**config.mk**
```make
export PLATFORM = sky130hd
export DESIGN_NAME = cubic_curve_tessellator_flat
export DESIGN_NICKNAME = d
export VERILOG_FILES = /design/src/hw/rtl/cct_pkg.sv /design/src/hw/rtl/cct_if.sv /design/src/hw/rtl/cubic_curve_tessellator.sv /design/src/flat_wrapper.sv
export SDC_FILE = /design/constraint.sdc
export NUM_CORES = 2
export LEC_CHECK = 0
export ABC_AREA = 0
export BUFFER_PORTS_ARGS = -buffer_cell sky130_fd_sc_hd__buf_2
export CORE_UTILIZATION = 50
export CTS_CLUSTER_DIAMETER = 60
export CTS_CLUSTER_SIZE = 28
export DETAILED_ROUTE_END_ITERATION = 16
export GPL_ROUTABILITY_DRIVEN = 0
export HOLD_SLACK_MARGIN = 0.1
export PLACE_DENSITY_LB_ADDON = 0.15
export SYNTH_ARGS = -nofsm -noshare
export SYNTH_HDL_FRONTEND = slang
export SYNTH_SLANG_ARGS = --single-unit
export TNS_END_PERCENT = 5
```
**constraint.sdc**
```tcl
create_clock -name clk -period 14.9 [get_ports clk]
set_input_delay 3.725 -clock clk [delete_from_list [all_inputs] [get_ports clk]]
set_output_delay 3.725 -clock clk [all_outputs]
set_load 0.03 [all_outputs]
```
**src/hw/rtl/cct_pkg.sv**
```systemverilog
package cct_pkg;

	// Coordinate width (signed Q8.8 at the default) and step limit
	localparam int CW        = 16;
	localparam int MAX_STEPS = 63;
	localparam int SW        = 6;

	// Shared multiplier operand and product widths
	localparam int MA = 34;
	localparam int MB = (CW + 1 > 21) ? CW + 1 : 21;
	localparam int PW = MA + MB;

	// Accumulator width for one coordinate sum of four products
	localparam int AW = CW + 21;

	// Reciprocal of 6 on a 2^22 scale, exact for dividends below 2^21
	localparam logic [19:0] RECIP6 = 20'd699051;
	localparam int RECIP6_SHIFT = 22;

	// Configuration register indexes
	localparam logic [1:0] REG_MODE  = 2'd0;
	localparam logic [1:0] REG_STEPS = 2'd1;

	// Curve modes
	localparam logic MODE_BEZIER  = 1'b0;
	localparam logic MODE_BSPLINE = 1'b1;

	typedef logic signed [CW-1:0] coord_t;

	typedef struct packed {
		coord_t x;
		coord_t y;
		coord_t z;
	} vertex_t;

	typedef enum logic [2:0] {
		ST_IDLE,
		ST_DIV,
		ST_PWR,
		ST_WNUM,
		ST_WDIV,
		ST_DOT,
		ST_OUT
	} state_t;

endpackage

```
**src/hw/rtl/cct_if.sv**
```systemverilog
// Vertex input channel
interface cct_vtx_if import cct_pkg::*; ();
	logic   valid;
	logic   ready;
	logic   new_curve;
	coord_t vx;
	coord_t vy;
	coord_t vz;
	modport source(output valid, new_curve, vx, vy, vz, input ready);
	modport sink(input valid, new_curve, vx, vy, vz, output ready);
endinterface

// Curve point output channel
interface cct_pt_if import cct_pkg::*; ();
	logic   valid;
	logic   ready;
	coord_t px;
	coord_t py;
	coord_t pz;
	logic   last_point;
	modport source(output valid, px, py, pz, last_point, input ready);
	modport sink(input valid, px, py, pz, last_point, output ready);
endinterface

// Configuration write channel
interface cct_cfg_if import cct_pkg::*; ();
	logic          valid;
	logic          ready;
	logic [1:0]    index;
	logic [SW-1:0] data;
	modport source(output valid, index, data, input ready);
	modport sink(input valid, index, data, output ready);
endinterface

```
**src/hw/rtl/cubic_curve_tessellator.sv**
```systemverilog
// Cubic curve tessellator. Control vertices enter on vtx, one item each, and are kept in a
// four-entry window; a complete Bezier or uniform B-spline segment produces steps+1 points
// on pt (two when steps is zero), the last one flagged by last_point. Vertices are taken
// only while the block is idle. A radix-2 divider first forms 65536/steps; each point then
// ends in an output state that holds until pt.ready. Every cubic power, every B-spline
// divide by six and the twelve weight-coordinate products go one per cycle through a
// single shared multiplier, which sets the point rate. A vertex that completes no segment
// is absorbed without leaving idle. Configuration writes are always accepted.
module cubic_curve_tessellator import cct_pkg::*; (
	input logic       clk,
	input logic       arst_n,
	cct_vtx_if.sink   vtx,
	cct_pt_if.source  pt,
	cct_cfg_if.sink   cfg
);

	state_t state_q, state_d;
	logic [4:0] k_q;

	logic          mode_q;
	logic [SW-1:0] steps_q;
	logic [SW-1:0] s_q;
	logic [2:0]    fill_q, fill_n;
	logic [1:0]    phase_q, phase_n;
	logic          emit;

	vertex_t win_q [4];

	logic [16:0]   a_q;
	logic [SW-1:0] b_q;
	logic [16:0]   t_q;
	logic [SW-1:0] r_q;
	logic [SW-1:0] j_q;
	logic [16:0]   u;

	logic [32:0] t2_q, u2_q;
	logic [48:0] t3_q, u3_q, tu2_q, t2u_q;
	logic [19:0] wgt_q [4];

	logic signed [MA-1:0] mul_a;
	logic signed [MB-1:0] mul_b;
	logic signed [PW-1:0] prod_q;
	logic signed [AW-1:0] acc_q;
	coord_t px_q, py_q, pz_q;

	logic last;
	assign last = (j_q == s_q);
	assign u    = 17'h10000 - t_q;

	// Window bookkeeping for the vertex on the input
	always_comb begin
		logic [2:0] fb;
		logic [1:0] pb;
		logic [1:0] p1;
		fb = vtx.new_curve ? 3'd0 : fill_q;
		pb = vtx.new_curve ? 2'd0 : phase_q;
		p1 = pb + 2'd1;
		emit    = 1'b0;
		fill_n  = fb;
		phase_n = pb;
		if (fb < 3'd4) begin
			fill_n = fb + 3'd1;
			emit   = (fill_n == 3'd4);
			if (emit) phase_n = 2'd0;
		end else if (mode_q == MODE_BEZIER) begin
			emit    = (p1 >= 2'd3);
			phase_n = emit ? 2'd0 : p1;
		end else begin
			emit = 1'b1;
		end
		if (mode_q != MODE_BEZIER) phase_n = 2'd0;
	end

	// Sequencer
	always_comb begin
		state_d = state_q;
		unique case (state_q)
			ST_IDLE: if (vtx.valid && emit) state_d = ST_DIV;
			ST_DIV:  if (k_q == 5'd16) state_d = ST_PWR;
			ST_PWR:  if (k_q == 5'd6) state_d = ST_WNUM;
			ST_WNUM: if (k_q == 5'd3) state_d = (mode_q == MODE_BSPLINE) ? ST_WDIV : ST_DOT;
			ST_WDIV: if (k_q == 5'd4) state_d = ST_DOT;
			ST_DOT:  if (k_q == 5'd12) state_d = ST_OUT;
			ST_OUT:  if (pt.ready) state_d = last ? ST_IDLE : ST_PWR;
			default: state_d = ST_IDLE;
		endcase
	end

	always_ff @(posedge clk or negedge arst_n) begin
		if (!arst_n) begin
			state_q <= ST_IDLE;
			k_q     <= '0;
		end else begin
			state_q <= state_d;
			k_q     <= (state_d != state_q) ? 5'd0 : k_q + 5'd1;
		end
	end

	// Configuration and window control
	always_ff @(posedge clk or negedge arst_n) begin
		if (!arst_n) begin
			mode_q  <= MODE_BEZIER;
			steps_q <= SW'(10);
			fill_q  <= '0;
			phase_q <= '0;
		end else begin
			if (cfg.valid) begin
				if (cfg.index == REG_MODE) mode_q <= cfg.data[0];
				else if (cfg.index == REG_STEPS) steps_q <= cfg.data;
			end
			if (state_q == ST_IDLE && vtx.valid) begin
				fill_q  <= fill_n;
				phase_q <= phase_n;
			end
		end
	end

	assign cfg.ready = 1'b1;

	// Shared multiplier operand select
	always_comb begin
		logic [1:0] i;
		coord_t     c;
		i     = k_q[1:0];
		c     = win_q[i].x;
		mul_a = '0;
		mul_b = '0;
		unique case (state_q)
			ST_PWR: begin
				unique case (k_q)
					5'd0: begin mul_a = MA'(t_q); mul_b = MB'(t_q); end
					5'd1: begin mul_a = MA'(u); mul_b = MB'(u); end
					5'd2: begin mul_a = MA'(t2_q); mul_b = MB'(t_q); end
					5'd3: begin mul_a = MA'(u2_q); mul_b = MB'(u); end
					5'd4: begin mul_a = MA'(u2_q); mul_b = MB'(t_q); end
					5'd5: begin mul_a = MA'(t2_q); mul_b = MB'(u); end
					default: ;
				endcase
			end
			ST_WDIV: begin
				mul_a = MA'(wgt_q[i]);
				mul_b = MB'(RECIP6);
			end
			ST_DOT: begin
				unique case (k_q[3:2])
					2'd0:    c = win_q[i].x;
					2'd1:    c = win_q[i].y;
					default: c = win_q[i].z;
				endcase
				mul_a = MA'(wgt_q[i]);
				mul_b = MB'(c);
			end
			default: ;
		endcase
	end

	// Datapath
	always_ff @(posedge clk) begin
		logic [SW:0]          remx;
		logic [SW:0]          rsum;
		logic signed [53:0]   n;
		logic [53:0]          nr;
		logic [3:0]           kk;
		logic signed [AW-1:0] s;
		logic signed [AW-1:0] rs;
		logic signed [AW-17:0] rr;
		coord_t               sat;

		prod_q <= mul_a * mul_b;

		unique case (state_q)
			ST_IDLE: begin
				if (vtx.valid) begin
					win_q[0] <= win_q[1];
					win_q[1] <= win_q[2];
					win_q[2] <= win_q[3];
					win_q[3] <= '{x: vtx.vx, y: vtx.vy, z: vtx.vz};
					s_q <= (steps_q == '0) ? SW'(1) :
						((steps_q > SW'(MAX_STEPS)) ? SW'(MAX_STEPS) : steps_q);
					a_q <= '0;
					b_q <= '0;
				end
			end
			ST_DIV: begin
				// Restoring divide of 65536 by the step count
				remx = {b_q, (k_q == 5'd0)};
				if (remx >= {1'b0, s_q}) begin
					b_q <= SW'(remx - {1'b0, s_q});
					a_q <= {a_q[15:0], 1'b1};
				end else begin
					b_q <= remx[SW-1:0];
					a_q <= {a_q[15:0], 1'b0};
				end
				t_q <= '0;
				r_q <= s_q >> 1;
				j_q <= '0;
			end
			ST_PWR: begin
				unique case (k_q)
					5'd1: t2_q  <= prod_q[32:0];
					5'd2: u2_q  <= prod_q[32:0];
					5'd3: t3_q  <= prod_q[48:0];
					5'd4: u3_q  <= prod_q[48:0];
					5'd5: tu2_q <= prod_q[48:0];
					5'd6: t2u_q <= prod_q[48:0];
					default: ;
				endcase
			end
			ST_WNUM: begin
				// Weight numerators on a 2^48 scale
				if (mode_q == MODE_BEZIER) begin
					unique case (k_q[1:0])
						2'd0: n = 54'(u3_q);
						2'd1: n = 54'(tu2_q) * 54'sd3;
						2'd2: n = 54'(t2u_q) * 54'sd3;
						default: n = 54'(t3_q);
					endcase
					nr = 54'(n) + (54'd1 << 31);
				end else begin
					unique case (k_q[1:0])
						2'd0: n = 54'(u3_q);
						2'd1: n = 54'(t3_q) * 54'sd3 - (54'(t2_q) << 17) - (54'(t2_q) << 18)
							+ (54'sd1 <<< 50);
						2'd2: n = (54'(t2_q) << 16) * 54'sd3 + (54'(t_q) << 32) * 54'sd3
							+ (54'sd1 <<< 48) - 54'(t3_q) * 54'sd3;
						default: n = 54'(t3_q);
					endcase
					nr = 54'(n) + (54'd3 << 32);
				end
				wgt_q[k_q[1:0]] <= nr[51:32];
			end
			ST_WDIV: begin
				// Divide by six through the reciprocal
				if (k_q != 5'd0)
					wgt_q[2'(k_q - 5'd1)] <= 20'(prod_q >>> RECIP6_SHIFT);
			end
			ST_DOT: begin
				if (k_q != 5'd0) begin
					kk = 4'(k_q - 5'd1);
					s  = (kk[1:0] == 2'd0) ? AW'(prod_q) : acc_q + AW'(prod_q);
					acc_q <= s;
					if (kk[1:0] == 2'd3) begin
						// Round half up to Q8.8 and saturate
						rs = s + (AW'(1) <<< 15);
						rr = rs[AW-1:16];
						if (rr > (AW-16)'($signed({1'b0, {(CW-1){1'b1}}})))
							sat = {1'b0, {(CW-1){1'b1}}};
						else if (rr < -(AW-16)'($signed({1'b0, {(CW-1){1'b1}}})) - 1)
							sat = {1'b1, {(CW-1){1'b0}}};
						else
							sat = rr[CW-1:0];
						unique case (kk[3:2])
							2'd0:    px_q <= sat;
							2'd1:    py_q <= sat;
							default: pz_q <= sat;
						endcase
					end
				end
			end
			ST_OUT: begin
				// Advance t by 65536/steps with rounding remainder
				if (pt.ready) begin
					rsum = {1'b0, r_q} + {1'b0, b_q};
					j_q  <= j_q + SW'(1);
					if (rsum >= {1'b0, s_q}) begin
						r_q <= SW'(rsum - {1'b0, s_q});
						t_q <= t_q + a_q + 17'd1;
					end else begin
						r_q <= rsum[SW-1:0];
						t_q <= t_q + a_q;
					end
				end
			end
			default: ;
		endcase
	end

	assign vtx.ready     = (state_q == ST_IDLE);
	assign pt.valid      = (state_q == ST_OUT);
	assign pt.px         = px_q;
	assign pt.py         = py_q;
	assign pt.pz         = pz_q;
	assign pt.last_point = last;

endmodule

```
**src/flat_wrapper.sv**
```systemverilog
// flat-port wrapper written by rule: the top's interface ports become plain ports
module cubic_curve_tessellator_flat import cct_pkg::*;
  (clk, arst_n, vtx_valid, vtx_new_curve, vtx_vx, vtx_vy, vtx_vz, vtx_ready, pt_valid, pt_px, pt_py, pt_pz, pt_last_point, pt_ready, cfg_valid, cfg_index, cfg_data, cfg_ready);
  cct_vtx_if vtx_i ();
  cct_pt_if pt_i ();
  cct_cfg_if cfg_i ();
  input logic clk;
  input logic arst_n;
  input wire logic [$bits(vtx_i.valid)-1:0] vtx_valid;
  input wire logic [$bits(vtx_i.new_curve)-1:0] vtx_new_curve;
  input wire logic [$bits(vtx_i.vx)-1:0] vtx_vx;
  input wire logic [$bits(vtx_i.vy)-1:0] vtx_vy;
  input wire logic [$bits(vtx_i.vz)-1:0] vtx_vz;
  output wire logic [$bits(vtx_i.ready)-1:0] vtx_ready;
  output wire logic [$bits(pt_i.valid)-1:0] pt_valid;
  output wire logic [$bits(pt_i.px)-1:0] pt_px;
  output wire logic [$bits(pt_i.py)-1:0] pt_py;
  output wire logic [$bits(pt_i.pz)-1:0] pt_pz;
  output wire logic [$bits(pt_i.last_point)-1:0] pt_last_point;
  input wire logic [$bits(pt_i.ready)-1:0] pt_ready;
  input wire logic [$bits(cfg_i.valid)-1:0] cfg_valid;
  input wire logic [$bits(cfg_i.index)-1:0] cfg_index;
  input wire logic [$bits(cfg_i.data)-1:0] cfg_data;
  output wire logic [$bits(cfg_i.ready)-1:0] cfg_ready;
  assign vtx_i.valid = vtx_valid;
  assign vtx_i.new_curve = vtx_new_curve;
  assign vtx_i.vx = vtx_vx;
  assign vtx_i.vy = vtx_vy;
  assign vtx_i.vz = vtx_vz;
  assign vtx_ready = vtx_i.ready;
  assign pt_valid = pt_i.valid;
  assign pt_px = pt_i.px;
  assign pt_py = pt_i.py;
  assign pt_pz = pt_i.pz;
  assign pt_last_point = pt_i.last_point;
  assign pt_i.ready = pt_ready;
  assign cfg_i.valid = cfg_valid;
  assign cfg_i.index = cfg_index;
  assign cfg_i.data = cfg_data;
  assign cfg_ready = cfg_i.ready;
  cubic_curve_tessellator u_core (.clk(clk), .arst_n(arst_n), .vtx(vtx_i), .pt(pt_i), .cfg(cfg_i));
endmodule
```
# [Yosys cells after proc, flatten, opt, wreduce, memory -nomap -nowiden]
# Memory sizes are Yosys's and may differ from the RTL's.
# Index checks and enable logic that the tools add are counted.
[classes] add_sub_neg=21 multipliers=6 n_div=0 order_cmp=7 eq_ne=25 shifts=0 mux=62 n_bitwise=2 reduce_logical=36
[ops] operator="52-bit two-way mux" count=6
[ops] operator="52-bit one-hot mux with 3 select lines" count=1
[ops] operator="49-bit by 2-bit multiplier with 51-bit output (second input constant)" count=3
[ops] operator="51-bit one-hot mux with 3 select lines" count=1
[ops] operator="33-bit one-hot mux with 4 select lines" count=1
[ops] operator="52-bit by 51-bit subtractor with 52-bit output" count=2
[ops] operator="17-bit one-hot mux with 2 select lines" count=3
[ops] operator="33-bit one-hot mux with 2 select lines" count=1
[ops] operator="21-bit one-hot mux with 3 select lines" count=1
[ops] operator="51-bit by 51-bit adder with 52-bit output" count=1
[ops] operator="52-bit by 32-bit adder with 52-bit output (second input constant)" count=1
[ops] operator="52-bit by 34-bit adder with 52-bit output (second input constant)" count=1
[ops] operator="52-bit by 49-bit adder with 52-bit output (second input constant)" count=1
[ops] operator="52-bit by 51-bit adder with 52-bit output (second input constant)" count=1
[ops] operator="51-bit by 50-bit subtractor with 52-bit output" count=1
[ops] operator="17-bit two-way mux" count=3
[ops] operator="34-bit by 21-bit multiplier with 49-bit output" count=1
[ops] operator="37-bit by 17-bit adder with 37-bit output (second input constant)" count=1
[ops] operator="37-bit adder" count=1
[ops] operator="37-bit two-way mux" count=1
[ops] operator="6-bit two-way mux" count=6
[ops] operator="6-bit one-hot mux with 2 select lines" count=3
[ops] operator="33-bit by 2-bit multiplier with 35-bit output (second input constant)" count=1
[ops] operator="16-bit two-way mux" count=2
[ops] operator="52 further kinds" count=115
[word_totals] register_bits=474 latch_bits=0 mem_bits_rw=272 romBits=0 inputBits=62 out_inout_bits=52 wordCells=185 memories=2
[mem_list] memory="u_core.win_q" depth=4 word_bits=48 read_ports=4 rd_clocked_by_memory_dff=0 write_ports=4 line="cubic_curve_tessellator.sv:27" text="vertex_t win_q [4];"
[mem_list] memory="u_core.wgt_q" depth=4 word_bits=20 read_ports=1 rd_clocked_by_memory_dff=0 write_ports=1 line="cubic_curve_tessellator.sv:38" text="logic [19:0] wgt_q [4];"

# [Depth between registers and ports, before layout]
[logic_depth] word_depth=11 ltp_mapped=47 mapped_depth_nobuf=39

# [Worst setup path before layout]
# Ideal clock, no wire load.
[synth_timing] kind="reg-to-reg" start="register u_core.k_q[0]" end="register u_core.prod_q[47]" setup_ns=0.127 t_arrival_ns=11.114 required_ns=14.773 path_slack_ns=3.659 path_stages_with_launch=48 path_buffers=8 period_less_slack_ns=11.241 cell_sequence="dfrtp_1 > clkbuf_1 > clkbuf_1 > buf_1 > clkbuf_1 > clkbuf_1 > inv_1 > ha_1 > inv_1 > clkbuf_1 > nor2_1 > a21oi_1 > nor3_1 > clkbuf_1 > a222oi_1 > o21ai_0 > nand2_1 > o21ai_0 > [12 not listed] > fa_1 > inv_1 > fa_1 > inv_1 > ha_1 > a21o_1 > a21oi_1 > o211ai_1 > a2111oi_0 > a21oi_1 > nand4_1 > nand4_1 > and2_1 > a311o_1 > a311o_1 > nand2_1 > o21ai_0 > xor2_1"
[synth_between] elab_chain_cells=5 elab_cells_between_ends=18 cone_classes="1 x mul; 5 x eq/ne; 5 x mux; 5 x reduce/logical; 2 x memory"
[synth_rtl] element="start, declared" line="cubic_curve_tessellator.sv:18" text="logic [4:0] k_q;"
[synth_rtl] element="start signal, assigned" line="cubic_curve_tessellator.sv:95" text="k_q <= (state_d != state_q) ? 5'd0 : k_q + 5'd1;"
[synth_rtl] element="5-bit by 1-bit equality test with 1-bit output, or another cell as far along" line="cubic_curve_tessellator.sv:130" text="unique case (k_q)"
[synth_rtl] element="3-bit OR reduction (no source line) / 2-bit OR reduction (equally long branches)"
[synth_rtl] element="17-bit one-hot mux with 2 select lines / 33-bit one-hot mux with 4 select lines (equally long branches)" line="cubic_curve_tessellator.sv:130"
[synth_rtl] element="21-bit one-hot mux with 3 select lines / 33-bit one-hot mux with 2 select lines (equally long branches)" line="cubic_curve_tessellator.sv:128" text="unique case (state_q)"
[synth_rtl] element="34-bit by 21-bit multiplier with 49-bit output *" line="cubic_curve_tessellator.sv:169" text="prod_q <= mul_a * mul_b;"
[synth_rtl] element="end signal, assigned" line="cubic_curve_tessellator.sv:169"
[synth_rtl] element="end, declared" line="cubic_curve_tessellator.sv:42" text="logic signed [PW-1:0] prod_q;"
# Mark *: on every way between the ends. The rest lies on a longest branch, timed or not.
# A chain may end at the register's enable or synchronous reset.

# [Final worst setup path]
[layout_timing] start="register u_core.k_q[0]" end="register u_core.prod_q[48]"
# The elaborated chain is that of the path after synthesis.

==> flow_summary_export.csv <==
group,metric,value,unit
outcome,status,"finished clean",
logic_synthesis,synth_edf_count,646,
sta,setup_viol,0,
finish,finalNetCount,8604,
clock_network,numCtsBuffers,70,
setup_path,cp_common_cell,"inv_1",
detailed_routing,highest_layer,"met5",
setup_path,critPathMaxFanout,55,
setup_path,crit_type,"reg2reg",
sta,setup_tns,0,ns
setup_path,slowest_delay,0.87,ns
detailed_routing,met2_wirelength,93.8,mm
floorplan,rows,136,
place,portBuffers,112,
clock_network,cts-root-buf,"clkbuf_16",
finish,finalCoreUtilization,54.9,%
grt,overflow,0,
detailed_routing,first_pass_iters,6,
setup_path,arrival,12.70,ns
detailed_routing,ant_nets,0,
logic_synthesis,synth.yosys.seq_area_share,29.9,%
grt,grt_pass1_vias,53200,
clock_network,postCtsHoldBufs,0,
detailed_routing,drc,0,
logic_synthesis,yosysTopAreaCellShare,27.7,%
setup_path,startpoint,"u_core.k_q[0]",
detailed_routing,dr_total_vias,54300,
detailed_routing,wl_met3,19.9,mm
detailed_routing,vias_per_cell,5.92,
logic_synthesis,yosys-top-cells-count,"inv_1, nand2_1, ha_1",
logic_synthesis,syn_inst,7143,
grt,grt_pass1_wl,321,mm
logic_synthesis,yosysMostFrequentCell,"inv_1",
setup_path,cp.required,15.49,ns
hold_path,hold_path_class,"reg2reg",
place,hpwl,166,mm
sta,fin_skew,0.0538,ns
logic_synthesis,postSynthAreaPerCell,9.79,um^2
floorplan,pin_count,114,
sta,grt_setup_unrepaired,"false",
setup_path,end_kind,"flip-flop",
clock_network,cts_max_path_buffers,3,
grt,grt_max_degree,112,
logic_synthesis,yosysTopAreaCell,"edfxtp_1",
logic_synthesis,synthDistinctLibCells,110,
sta,hold_viol,0,
setup_path,slowest_stage,"a2111oi_0",
sta,holdWs,0.403,ns
clock_network,cts_tree,"done",
grt,grt.total_usage,30.2,%
setup_path,crit_family,"adder cells",
floorplan,die_h,376,um
clock_network,cts_max_level,3,
logic_synthesis,ys.flop_type,"edfxtp_1",
flow_run,cap_violations,0,
clock_network,clk_pin_slew,0.08,ns
logic_synthesis,yosysWarnings,0,
setup_path,worstSetupStartpointType,"flip-flop",
detailed_routing,avgRoutedWirePerCell,23.2,um
hold_path,min_from,"u_core.win_q[1][23]",
setup_path,crit_buf_inv,10,
finish,syn_to_final_growth,8.51,%
detailed_routing,drtIter0Drc,5071,
clock_network,clock_latency,0.71,ns
logic_synthesis,synth_seq_cells,715,
logic_synthesis,ys_top_cells_by_area,"edfxtp_1, fa_1, ha_1",
sta,slew_headroom,8.10,%
clock_network,cts.sinks,715,
finish,drive_above_1_share,7.61,%
logic_synthesis,synthArstFlopShare,2.80,%
clock_network,ctsResizeCount,0,
floorplan,dieArea,0.141,mm^2
detailed_routing,wirelength,212,mm
floorplan,core-area,0.138,mm^2
floorplan,initial_core_util,50.6,%
sta,max_freq,82.6,MHz
sta,finalCriticalPeriod,12.11,ns
setup_path,r2r-start,"u_core.k_q[0]",
grt,antenna_found_initial,6,
logic_synthesis,netlist_area,0.0700,mm^2
sta,drv_slew,0,
detailed_routing,drt-met1-wl,88.5,mm
floorplan,die_x,376,um
clock_network,cts_setup_buffers,0,
sta,max_slew.worst_pin.slew,1.37,ns
sta,post-route-period-util,81.3,%
logic make-up (layout without fill, tap and decap cells):
| group | Yosys count | count (layout) | synth area share [%] |
|---|---|---|---|
| mux | 149 | 149 | 3.17 |
| other cells | 2 | 41 | 0.0107 |
| buf+inv | 1309 | 1432 | 7.05 |
| simple gates | 1950 | 1950 | 12.8 |
| compound gates | 1409 | 1409 | 13.1 |
| fa+ha+maj | 1305 | 1305 | 30.2 |
| xor+xnor | 304 | 304 | 3.82 |
| flops | 715 | 715 | 29.9 |
layer usage:
metal	up-vias	track usage, %
li1	24700	-
met1	26900	41.4
met4	4	13.3
met3	419	5.78
met5	-	0
met2	2293	46.8
layout by cell type (no fill, tap or decap), types with 41 or more instances in the layout:
cell / n
buf_2: 112
ha_1: 666
o211ai_1: 42
nor3_1: 104
mux2i_1: 64
nor2_1: 490
a21oi_1: 426
a211oi_1: 49
dfxtp_1: 49
and3_1: 72
mux4_2: 55
nor2b_1: 51
and2_1: 50
buf_4: 129
xor2_1: 110
or3_1: 41
o21bai_1: 60
nand3_1: 112
o21a_1: 45
nand2b_1: 80
o21ai_0: 265
inv_1: 1058
a21o_1: 141
clkbuf_16: 71
xnor2_1: 193
edfxtp_1: 646
nand2_1: 762
nand4_1: 74
fa_1: 636
path summary, 6_finish.rpt:
path,endpoint,slack [ns],cells past startpoint
max,u_core.prod_q[48],2.79,38
min,u_core.win_q[0][23],0.40,0
max reg2reg,u_core.prod_q[48],2.79,38
min reg2reg,u_core.win_q[0][23],0.40,0
max in group asynchronous,u_core.k_q[0],11.47,1
min in group asynchronous,u_core.phase_q[1],2.99,1
through the flow:
| step | instance area, um^2 | std cells | setup slack, ns |
|---|---|---|---|
| finish | 75900 | 9168 | 2.79 |
| global route | 75900 | 9158 | 2.20 |
| CTS | 75900 | 9158 | 2.91 |
| detailed placement | 73200 | 9028 | 2.99 |
| global placement | 73200 | 9028 | 3.13 |
| floorplan | 70100 | 7172 | 3.66 |
registers in the layout, indices dropped and copies added (netlist names), 17 cells and up:
name / cells
u_core.prod_q: 49
u_core.win_q: 192
u_core.t_q: 17
u_core.t2u_q: 49
u_core.a_q: 17
u_core.t2_q: 33
u_core.t3_q: 49
u_core.u2_q: 33
u_core.acc_q: 37
u_core.wgt_q: 80
u_core.u3_q: 18
u_core.tu2_q: 49
layout make-up:
| type | instances | area (um^2) |
|---|---|---|
| diodes | 10 | 25.0 |
| repair buffers | 241 | 1530 |
| clock inverters | 58 | 925 |
| well taps | 1863 | 2330 |
| inverters | 1061 | 3990 |
| clock buffers | 72 | 1790 |
| fillers | 12500 | 62300 |
| flip-flops and latches | 715 | 20900 |
| multi-input cells | 5148 | 44400 |
Power is not shown: default switching activity piles up to over one toggle a cycle in this logic, so the estimate is an artifact.
